### config.mk
export PLATFORM = sky130hd
export DESIGN_NAME = valve_current_limit_pi_loop
export DESIGN_NICKNAME = d
export VERILOG_FILES = /design/src/rtl/core/vclpi_pkg.sv /design/src/rtl/core/valve_current_limit_pi_loop.sv /design/src/rtl/core/vclpi_mul.sv
export SDC_FILE = /design/constraint.sdc
export NUM_CORES = 2
export LEC_CHECK = 0
export BUFFER_PORTS_ARGS = -buffer_cell sky130_fd_sc_hd__buf_2
export CAP_MARGIN = 20
export CORE_ASPECT_RATIO = 1.25
export CORE_MARGIN = 10
export CORE_UTILIZATION = 55
export CTS_CLUSTER_SIZE = 20
export DETAILED_ROUTE_END_ITERATION = 16
export PLACE_DENSITY = 0.71
export SLEW_MARGIN = 25
export SYNTH_ARGS = -nofsm -noshare
export SYNTH_HDL_FRONTEND = slang
export SYNTH_SLANG_ARGS = --single-unit
### constraint.sdc
create_clock -name clk -period 13.4 [get_ports clk]
set_clock_uncertainty 0.15 [all_clocks]
set_input_delay 2.68 -clock clk [delete_from_list [all_inputs] [get_ports clk]]
set_output_delay 2.68 -clock clk [all_outputs]
set_load 0.02 [all_outputs]
### src/rtl/core/vclpi_pkg.sv
// vclpi_pkg: shared types, constants and arithmetic helpers for the
// valve current-limit pi loop. no dependencies.
`default_nettype none

package vclpi_pkg;

	// fixed-point format of current, output and gains
	localparam int FRAC_BITS = 24;
	localparam int DATA_W    = 32;
	localparam int ACC_W     = 64;
	localparam int RND_W     = ACC_W - FRAC_BITS + 1;
	localparam int DRIVE_W   = 24;
	localparam int DUTY_W    = 15;
	localparam int GAIN_W    = 31;
	localparam int RAMP_W    = 24;
	localparam int IDX_W     = 3;

	localparam logic signed [DATA_W-1:0] OUT_MAX =
		DATA_W'((64'd1 << FRAC_BITS) - 64'd1);
	localparam logic signed [RND_W-1:0] ACC_MAX_RND =
		RND_W'(((64'd1 << FRAC_BITS) - 64'd1) >> 2);
	localparam logic signed [ACC_W-1:0] ACC_MAX_FULL =
		ACC_W'((((64'd1 << FRAC_BITS) - 64'd1) >> 2) << FRAC_BITS);

	localparam logic signed [DATA_W-1:0] S32_MAX = 32'sh7FFF_FFFF;
	localparam logic signed [DATA_W-1:0] S32_MIN = 32'sh8000_0000;
	localparam logic signed [ACC_W-1:0]  S64_MAX = 64'sh7FFF_FFFF_FFFF_FFFF;
	localparam logic signed [ACC_W-1:0]  S64_MIN = 64'sh8000_0000_0000_0000;

	localparam logic [DUTY_W-1:0] DUTY_MAX = 15'h7FFF;

	// register reset values
	localparam logic signed [DATA_W-1:0] CUT_THRESHOLD_RST = -32'sd16777216;
	localparam logic [RAMP_W-1:0]        RAMP_STEP_RST     = 24'd16777;
	localparam logic [DUTY_W-1:0]        DEADBAND_RST      = 15'd256;

	typedef enum logic [IDX_W-1:0] {
		REG_GAIN_PROP       = 3'd0,
		REG_GAIN_INT        = 3'd1,
		REG_GAIN_ANTIWINDUP = 3'd2,
		REG_CURRENT_LIMIT   = 3'd3,
		REG_CUT_THRESHOLD   = 3'd4,
		REG_RAMP_STEP       = 3'd5,
		REG_DEADBAND_OFFSET = 3'd6
	} cfg_reg_t;

	typedef enum logic [1:0] {
		MODE_OPEN   = 2'd0,
		MODE_CLOSED = 2'd1,
		MODE_CUT    = 2'd2
	} loop_mode_t;

	typedef struct packed {
		logic signed [DATA_W-1:0] current_ref;
		logic signed [DATA_W-1:0] current_fdb;
	} in_t;

	typedef struct packed {
		logic [DRIVE_W-1:0] drive_level;
		logic [DUTY_W-1:0]  duty_cmd;
		logic [1:0]         loop_mode;
		logic               cut_flag;
	} out_t;

	// saturate a sign-extended value to the signed 32 bit range
	function automatic logic signed [DATA_W-1:0] clamp32(input logic signed [ACC_W-1:0] v);
		logic fits;
		fits = (v[ACC_W-1:DATA_W-1] == {(ACC_W-DATA_W+1){v[DATA_W-1]}});
		if (fits)
			return v[DATA_W-1:0];
		return v[ACC_W-1] ? S32_MIN : S32_MAX;
	endfunction

	function automatic logic signed [ACC_W-1:0] sat_add64(input logic signed [ACC_W-1:0] a,
			input logic signed [ACC_W-1:0] b);
		logic [ACC_W:0] s;
		s = {a[ACC_W-1], a} + {b[ACC_W-1], b};
		if (s[ACC_W] != s[ACC_W-1])
			return s[ACC_W] ? S64_MIN : S64_MAX;
		return s[ACC_W-1:0];
	endfunction

	// floor shift by the fraction bits, plus round-half-up bit
	function automatic logic signed [RND_W-1:0] round_acc(input logic signed [ACC_W-1:0] acc);
		logic signed [RND_W-1:0] t;
		logic signed [RND_W-1:0] h;
		t = RND_W'(acc >>> FRAC_BITS);
		h = $signed({{(RND_W-1){1'b0}}, acc[FRAC_BITS-1]});
		return t + h;
	endfunction

endpackage

`default_nettype wire

### src/rtl/core/valve_current_limit_pi_loop.sv
// valve current-limit pi loop: open-loop and cut ticks go from the decision
// step straight to the final step; closed-loop limiting ticks run the pi path.
// one item at a time: a new item is taken only once the last has left the
// final step; the single 32x32 multiplier is used three times in sequence
// per closed-loop tick. a pending result may wait in the output register
// while the next item runs. async reset clears integrator, output state and
// loads register defaults. depends on vclpi_pkg and vclpi_mul.
`default_nettype none

module valve_current_limit_pi_loop (
	input  wire logic                                clk,
	input  wire logic                                arst_n,
	input  wire logic                                in_valid,
	output logic                                     in_stall,
	input  wire vclpi_pkg::in_t                      in_data,
	output logic                                     out_valid,
	input  wire logic                                out_stall,
	output vclpi_pkg::out_t                          out_data,
	input  wire logic                                cfg_valid,
	output logic                                     cfg_ready,
	input  wire logic [vclpi_pkg::IDX_W-1:0]         cfg_index,
	input  wire logic [vclpi_pkg::DATA_W-1:0]        cfg_data
);

	typedef enum logic [3:0] {
		ST_IDLE,
		ST_CHECK,
		ST_MUL_P,
		ST_UP,
		ST_MUL_I,
		ST_ACC_I,
		ST_ACC_W,
		ST_CLAMP,
		ST_OUT_C,
		ST_FIN
	} state_t;

	state_t state_q;

	// configuration registers
	logic [vclpi_pkg::GAIN_W-1:0]        gain_prop_q;
	logic [vclpi_pkg::GAIN_W-1:0]        gain_int_q;
	logic [vclpi_pkg::GAIN_W-1:0]        gain_aw_q;
	logic [vclpi_pkg::GAIN_W-1:0]        limit_q;
	logic signed [vclpi_pkg::DATA_W-1:0] cut_thr_q;
	logic [vclpi_pkg::RAMP_W-1:0]        ramp_q;
	logic [vclpi_pkg::DUTY_W-1:0]        deadband_q;

	// loop state
	logic signed [vclpi_pkg::ACC_W-1:0]  acc_q;
	logic signed [vclpi_pkg::DATA_W-1:0] presat_q;
	logic signed [vclpi_pkg::DATA_W-1:0] sat_diff_q;

	// per-item working registers
	vclpi_pkg::in_t                      item_q;
	logic signed [vclpi_pkg::DATA_W-1:0] err_q;
	logic signed [vclpi_pkg::DATA_W-1:0] up_q;
	vclpi_pkg::loop_mode_t               mode_q;
	logic                                cut_q;
	logic                                out_valid_q;
	vclpi_pkg::out_t                     out_q;

	// shared multiplier
	logic [vclpi_pkg::GAIN_W-1:0]        mul_gain;
	logic signed [vclpi_pkg::DATA_W-1:0] mul_opnd;
	logic signed [vclpi_pkg::ACC_W-1:0]  prod;

	// tick decisions and helpers
	logic                                is_closed;
	logic                                is_cut;
	logic signed [vclpi_pkg::DATA_W-1:0] limit_s;
	logic signed [vclpi_pkg::DATA_W:0]   ramp_sum;
	logic signed [vclpi_pkg::DATA_W-1:0] presat_open;
	logic signed [vclpi_pkg::RND_W-1:0]  acc_rnd;
	logic signed [vclpi_pkg::RND_W:0]    out_sum;

	// output stage
	logic [vclpi_pkg::FRAC_BITS-1:0]     drive;
	logic signed [vclpi_pkg::DATA_W:0]   diff_wide;
	logic [vclpi_pkg::DUTY_W-1:0]        duty_raw;
	logic [vclpi_pkg::DUTY_W:0]          duty_sum;
	logic [vclpi_pkg::DUTY_W-1:0]        duty;
	logic                                out_free;

	vclpi_mul u_mul (
		.clk     (clk),
		.gain    (mul_gain),
		.operand (mul_opnd),
		.prod    (prod)
	);

	always_comb begin
		unique case (state_q)
			ST_MUL_I: begin
				mul_gain = gain_int_q;
				mul_opnd = up_q;
			end
			ST_ACC_I: begin
				mul_gain = gain_aw_q;
				mul_opnd = sat_diff_q;
			end
			default: begin
				mul_gain = gain_prop_q;
				mul_opnd = err_q;
			end
		endcase
	end

	assign limit_s   = $signed({1'b0, limit_q});
	assign is_closed = item_q.current_fdb > limit_s;
	assign is_cut    = item_q.current_fdb < cut_thr_q;

	// open-loop ramp up to the reference, saturating at the top; else set to it
	assign ramp_sum = {presat_q[vclpi_pkg::DATA_W-1], presat_q}
		+ $signed({{(vclpi_pkg::DATA_W+1-vclpi_pkg::RAMP_W){1'b0}}, ramp_q});
	always_comb begin
		if (presat_q < item_q.current_ref)
			presat_open = vclpi_pkg::clamp32(vclpi_pkg::ACC_W'(ramp_sum));
		else
			presat_open = item_q.current_ref;
	end

	assign acc_rnd = vclpi_pkg::round_acc(acc_q);
	assign out_sum = vclpi_pkg::RND_W'(up_q) + acc_rnd;

	// output saturation, saturation difference and duty conversion
	always_comb begin
		if (presat_q > vclpi_pkg::OUT_MAX)
			drive = vclpi_pkg::OUT_MAX[vclpi_pkg::FRAC_BITS-1:0];
		else if (presat_q < 0)
			drive = '0;
		else
			drive = presat_q[vclpi_pkg::FRAC_BITS-1:0];
		diff_wide = $signed({{(vclpi_pkg::DATA_W+1-vclpi_pkg::FRAC_BITS){1'b0}}, drive})
			- {presat_q[vclpi_pkg::DATA_W-1], presat_q};
		duty_raw = vclpi_pkg::DUTY_W'(drive >> (vclpi_pkg::FRAC_BITS - vclpi_pkg::DUTY_W));
		duty_sum = {1'b0, duty_raw} + {1'b0, deadband_q};
		if (duty_raw == '0)
			duty = deadband_q;
		else if (duty_sum[vclpi_pkg::DUTY_W])
			duty = vclpi_pkg::DUTY_MAX;
		else
			duty = duty_sum[vclpi_pkg::DUTY_W-1:0];
	end

	assign out_free = !out_valid_q || !out_stall;

	always_ff @(posedge clk or negedge arst_n) begin
		if (!arst_n) begin
			state_q     <= ST_IDLE;
			acc_q       <= '0;
			presat_q    <= '0;
			sat_diff_q  <= '0;
			mode_q      <= vclpi_pkg::MODE_OPEN;
			cut_q       <= 1'b0;
			out_valid_q <= 1'b0;
		end else begin
			// the final step reloads the output register itself
			if (out_valid_q && !out_stall && (state_q != ST_FIN))
				out_valid_q <= 1'b0;
			unique case (state_q)
				ST_IDLE: begin
					if (in_valid) begin
						item_q  <= in_data;
						state_q <= ST_CHECK;
					end
				end
				ST_CHECK: begin
					err_q <= limit_s - item_q.current_fdb;
					if (is_closed) begin
						mode_q  <= vclpi_pkg::MODE_CLOSED;
						cut_q   <= 1'b0;
						state_q <= ST_MUL_P;
					end else if (is_cut) begin
						mode_q  <= vclpi_pkg::MODE_CUT;
						cut_q   <= 1'b1;
						state_q <= ST_FIN;
					end else begin
						mode_q   <= vclpi_pkg::MODE_OPEN;
						cut_q    <= 1'b0;
						presat_q <= presat_open;
						acc_q    <= vclpi_pkg::ACC_W'(presat_open) <<< vclpi_pkg::FRAC_BITS;
						state_q  <= ST_FIN;
					end
				end
				ST_MUL_P: begin
					state_q <= ST_UP;
				end
				ST_UP: begin
					up_q    <= vclpi_pkg::clamp32(prod >>> vclpi_pkg::FRAC_BITS);
					state_q <= ST_MUL_I;
				end
				ST_MUL_I: begin
					state_q <= ST_ACC_I;
				end
				ST_ACC_I: begin
					acc_q   <= vclpi_pkg::sat_add64(acc_q, prod);
					state_q <= ST_ACC_W;
				end
				ST_ACC_W: begin
					acc_q   <= vclpi_pkg::sat_add64(acc_q, prod);
					state_q <= ST_CLAMP;
				end
				ST_CLAMP: begin
					if (acc_rnd > vclpi_pkg::ACC_MAX_RND)
						acc_q <= vclpi_pkg::ACC_MAX_FULL;
					else if (acc_rnd < 0)
						acc_q <= '0;
					state_q <= ST_OUT_C;
				end
				ST_OUT_C: begin
					presat_q <= vclpi_pkg::clamp32(vclpi_pkg::ACC_W'(out_sum));
					state_q  <= ST_FIN;
				end
				ST_FIN: begin
					if (out_free) begin
						sat_diff_q        <= vclpi_pkg::clamp32(vclpi_pkg::ACC_W'(diff_wide));
						out_q.drive_level <= vclpi_pkg::DRIVE_W'(drive);
						out_q.duty_cmd    <= duty;
						out_q.loop_mode   <= mode_q;
						out_q.cut_flag    <= cut_q;
						out_valid_q       <= 1'b1;
						state_q           <= ST_IDLE;
					end
				end
				default: begin
					state_q <= ST_IDLE;
				end
			endcase
		end
	end

	// configuration writes
	always_ff @(posedge clk or negedge arst_n) begin
		if (!arst_n) begin
			gain_prop_q <= '0;
			gain_int_q  <= '0;
			gain_aw_q   <= '0;
			limit_q     <= '0;
			cut_thr_q   <= vclpi_pkg::CUT_THRESHOLD_RST;
			ramp_q      <= vclpi_pkg::RAMP_STEP_RST;
			deadband_q  <= vclpi_pkg::DEADBAND_RST;
		end else if (cfg_valid) begin
			case (cfg_index)
				vclpi_pkg::REG_GAIN_PROP:       gain_prop_q <= cfg_data[vclpi_pkg::GAIN_W-1:0];
				vclpi_pkg::REG_GAIN_INT:        gain_int_q  <= cfg_data[vclpi_pkg::GAIN_W-1:0];
				vclpi_pkg::REG_GAIN_ANTIWINDUP: gain_aw_q   <= cfg_data[vclpi_pkg::GAIN_W-1:0];
				vclpi_pkg::REG_CURRENT_LIMIT:   limit_q     <= cfg_data[vclpi_pkg::GAIN_W-1:0];
				vclpi_pkg::REG_CUT_THRESHOLD:   cut_thr_q   <= $signed(cfg_data);
				vclpi_pkg::REG_RAMP_STEP:       ramp_q      <= cfg_data[vclpi_pkg::RAMP_W-1:0];
				vclpi_pkg::REG_DEADBAND_OFFSET: deadband_q  <= cfg_data[vclpi_pkg::DUTY_W-1:0];
				default: ;
			endcase
		end
	end

	assign cfg_ready = 1'b1;
	assign in_stall  = (state_q != ST_IDLE);
	assign out_valid = out_valid_q;
	assign out_data  = out_q;

	// a transfer in always starts the decision step
	a_accept_check: assert property (@(posedge clk) disable iff (!arst_n)
		(in_valid && !in_stall) |=> (state_q == ST_CHECK))
		else $error("input transfer did not start a tick");

	// a new result appears only from the final step
	a_result_from_fin: assert property (@(posedge clk) disable iff (!arst_n)
		$rose(out_valid) |-> $past(state_q == ST_FIN))
		else $error("result raised outside final step");

	// integrator is within its clamp before the output sum
	a_acc_clamped: assert property (@(posedge clk) disable iff (!arst_n)
		(state_q == ST_OUT_C) |-> (!acc_rnd[vclpi_pkg::RND_W-1]
			&& (acc_rnd <= vclpi_pkg::ACC_MAX_RND)))
		else $error("integrator out of clamp range");

	// cut flag and cut mode travel together
	a_cut_mode: assert property (@(posedge clk) disable iff (!arst_n)
		out_valid |-> ((out_data.loop_mode == vclpi_pkg::MODE_CUT) == out_data.cut_flag))
		else $error("cut flag and loop mode disagree");

endmodule

`default_nettype wire

### src/rtl/core/vclpi_mul.sv
// vclpi_mul: shared registered multiplier, unsigned gain times signed operand.
// depends on vclpi_pkg.
`default_nettype none

module vclpi_mul (
	input  wire logic                                 clk,
	input  wire logic [vclpi_pkg::GAIN_W-1:0]         gain,
	input  wire logic signed [vclpi_pkg::DATA_W-1:0]  operand,
	output logic signed [vclpi_pkg::ACC_W-1:0]        prod
);

	logic signed [vclpi_pkg::DATA_W-1:0] gain_s;
	logic signed [vclpi_pkg::ACC_W-1:0]  mul;

	assign gain_s = $signed({1'b0, gain});
	assign mul = gain_s * operand;

	always_ff @(posedge clk) begin
		prod <= mul;
	end

endmodule

`default_nettype wire
==> results by group <==
Clock network
  – Cts repair resizes: 0
  – Root Driver: clkbuf_16
  – Clock-pin slew on the worst setup and hold paths: 0.07 ns
  – CTS sink cnt: 563
  – Clk buf depth: 3
  – Setup bufs post-CTS: 0
  – H-tree levels: 2
  – Latest clock arrival within the worst-skew pair: 0.71 ns
  – CTS tree: done
  – CTS Hold Buffers Added: 0
  – TritonCTS buffer count: 60

Synth
  – YS warnings: 0
  – Synth Cell Area: 66800 sq um
  – Synth cell types: 104
  – Synthesized area per cell: 9.12 sq um
  – Number of flops mapped to enable cells by yosys: 169
  – Synthesized flop and latch total: 563
  – Synth async-reset ratio: 58.6%
  – Prevailing post-synth register cell: dfrtp_1
  – Synth Net Count: 8865
  – Sequential share of the synthesized area: 21.9%
  – Synthesized instance count: 7326

Critical path
  – Reg-to-reg startpoint: state_q[3]
  – CP max stage cell: a21o_1
  – Crit path largest cell delay: 0.77 ns
  – CP Launch Type: flop
  – CP startpoint: state_q[3]
  – Worst Path Required: 13.76 ns
  – Kind of critical path: flop to flop
  – Crit-path max FO: 32
  – FF-to-FF path depth: 28
  – CP arrival: 11.08 ns
  – Most frequent CP cell: fa_1
  – Worst setup EP type: flop

Detailed routing
  – Wire per inst: 25.4 um
  – Post-route ant nets: 0
  – Initial DRC count: 4906
  – DRC Markers: 0
  – Drt first pass iters: 8
  – Vias: 54600
  – Final wirelength: 228000 um
  – DR vias/cell: 6.08

Finish
  – Final core utilization: 59.6%
  – Multi-input logic area: 47100 sq um
  – Post-route cell area: 71700 sq um
  – Final net count: 8876
  – Seq. cell area: 14600 sq um
  – Layout cell share with drive strength beyond 1: 9.11%
  – Area growth syn-to-layout: 7.34%
  – # fillers: 10400
  – Most common cell after layout, fill and taps aside: inv_1
  – Commonest non-fill, non-tap cells in the layout: inv_1, nor2_1, fa_1

Timing
  – Slew HR: 18.5%
  – Minimum clock period: 10.72 ns
  – Max frequency: 93.3 MHz
  – Hold Vio Cnt, Final: 0
  – Final Setup Violations: 0
  – Setup TNS Final: 0 ns
  – Worst Tran Pin Value: 1.21 ns
  – Final period utilization: 80.0%
  – RSZ-0062 raised after global routing: false
  – Max Slew Vio Count: 0

GRT
  – Largest net degree at the start of global routing: 78
  – Overflow after GRT: 0
  – Total GRT Usage: 32.9%
  – Initial antenna violation count: 13
  – First-pass GRT wire length: 341000 um
  – Vias in the first global route: 55600

Placed design
  – I/O Buffers: 147
  – Gpl congestion: 1.06
  – Post-detail-place hpwl: 181000 um
  – Post-DP Area: 69500 sq um

Floorplanning
  – Initial Util: 55.6%
  – Num ports: 149
  – Die Y: 410 um
  – Rows: 142
  – Area of the core: 120000 sq um
  – Die ar.: 136000 sq um
  – Die W: 332 um

Min path
  – HP Class: flop to flop
  – Hold depth: 2
  – Hold_sp: sat_diff_q[20]

Outcome
  – Status: completed

Run
  – MaxCap Viol Count: 0
## cell usage after synthesis (27+ instances only)
master / n / area [sq um]
nor2_1: 967 / 3630
inv_1: 1050 / 3940
o211ai_1: 40 / 300
edfxtp_1: 169 / 5070
dfrtp_1: 316 / 7910
o21a_1: 44 / 330
xnor2_1: 176 / 1540
nand3_1: 75 / 375
clkbuf_1: 288 / 1080
nand4_1: 52 / 325
o21ai_0: 300 / 1500
nor2b_1: 38 / 238
and3_1: 38 / 238
o31ai_1: 29 / 218
buf_1: 27 / 101
fa_1: 873 / 17500
nand2_1: 718 / 2700
o21bai_1: 34 / 255
a21oi_1: 397 / 1990
a21o_1: 225 / 1690
xor2_1: 112 / 981
nor3_1: 41 / 205
nand2b_1: 37 / 231
a31oi_1: 49 / 307
mux2_2: 170 / 1910
ha_1: 562 / 7030
dfxtp_1: 64 / 1280
mux2i_1: 66 / 661
## kinds of logic after synthesis
| kind of cell | share of synthesized area (%) |
|---|---|
| flops | 21.9 |
| compound gates | 12.7 |
| buf+inv | 7.91 |
| xor+xnor | 3.80 |
| simple gates | 13.2 |
| fa+ha+maj | 36.7 |
| other cells | 0.00561 |
| mux | 3.85 |
## final timing paths
path	to	slack, ns
min in group asynchronous	cut_thr_q[21]	1.78
worst max register to register	u_mul.prod[63]	2.68
max in group asynchronous	acc_q[2]	8.85
worst min-delay path	sat_diff_q[20]	0.34
worst max-delay path	u_mul.prod[63]	2.68
worst min register to register	sat_diff_q[20]	0.34
## cell type report
class / instances / share of cell area, %
flip-flops and latches: 563 / 20.4
inverters: 1051 / 5.50
clock buffers: 88 / 2.59
repair buffers: 290 / 2.57
multi-input cells: 5371 / 65.7
diodes: 1 / 0.00349
clock inverters: 26 / 0.447
well taps: 1584 / 2.76
## worst max-delay path: cells and delay by family, from the launching register on
family                     cells  cell delay (ns)
buffers and inverters          3             0.54
xor gates and xnor gates       1             0.10
DFF                            1             0.53
and+or+nand+nor                4             1.18
AOI/OAI and AO/OA             11             3.58
adders and majority gates      9             4.44
## metal layers
layer / up-vias / share of wire, % / wire [um] / track usage, %
li1: 23900 / - / - / -
met1: 27200 / 36 / 82700 / 39.0
met2: 2639 / 47 / 107000 / 54.8
met3: 828 / 8.9 / 20400 / 6.42
met4: 10 / 7.7 / 17600 / 20.5
met5: - / 0.032 / 72 / 0
## sequential cells by signal, summed over array words and instances (netlist names)
signal / count
err_q: 32
item_q: 64
acc_q: 64
u_mul.prod: 64
gain_int_q: 31
out_data: 41
sat_diff_q: 32
out_valid: 1
mode_q: 2
up_q: 32
gain_prop_q: 31
ramp_q: 24
state_q: 4
deadband_q: 15
cut_thr_q: 32
gain_aw_q: 31
limit_q: 31
presat_q: 32
## per-stage QoR
step                cells  hold slack, ns  worst slack (ns)
detailed placement   8858           0.324              2.93
CTS                  8972           0.338              2.91
global placement     8857           0.314              3.03
global route         8973           0.358              2.27
finish               8974           0.336              2.68
floorplan            7326           0.275              3.99
Power is not shown: default switching activity piles up to over one toggle a cycle in this logic, so the estimate is an artifact.
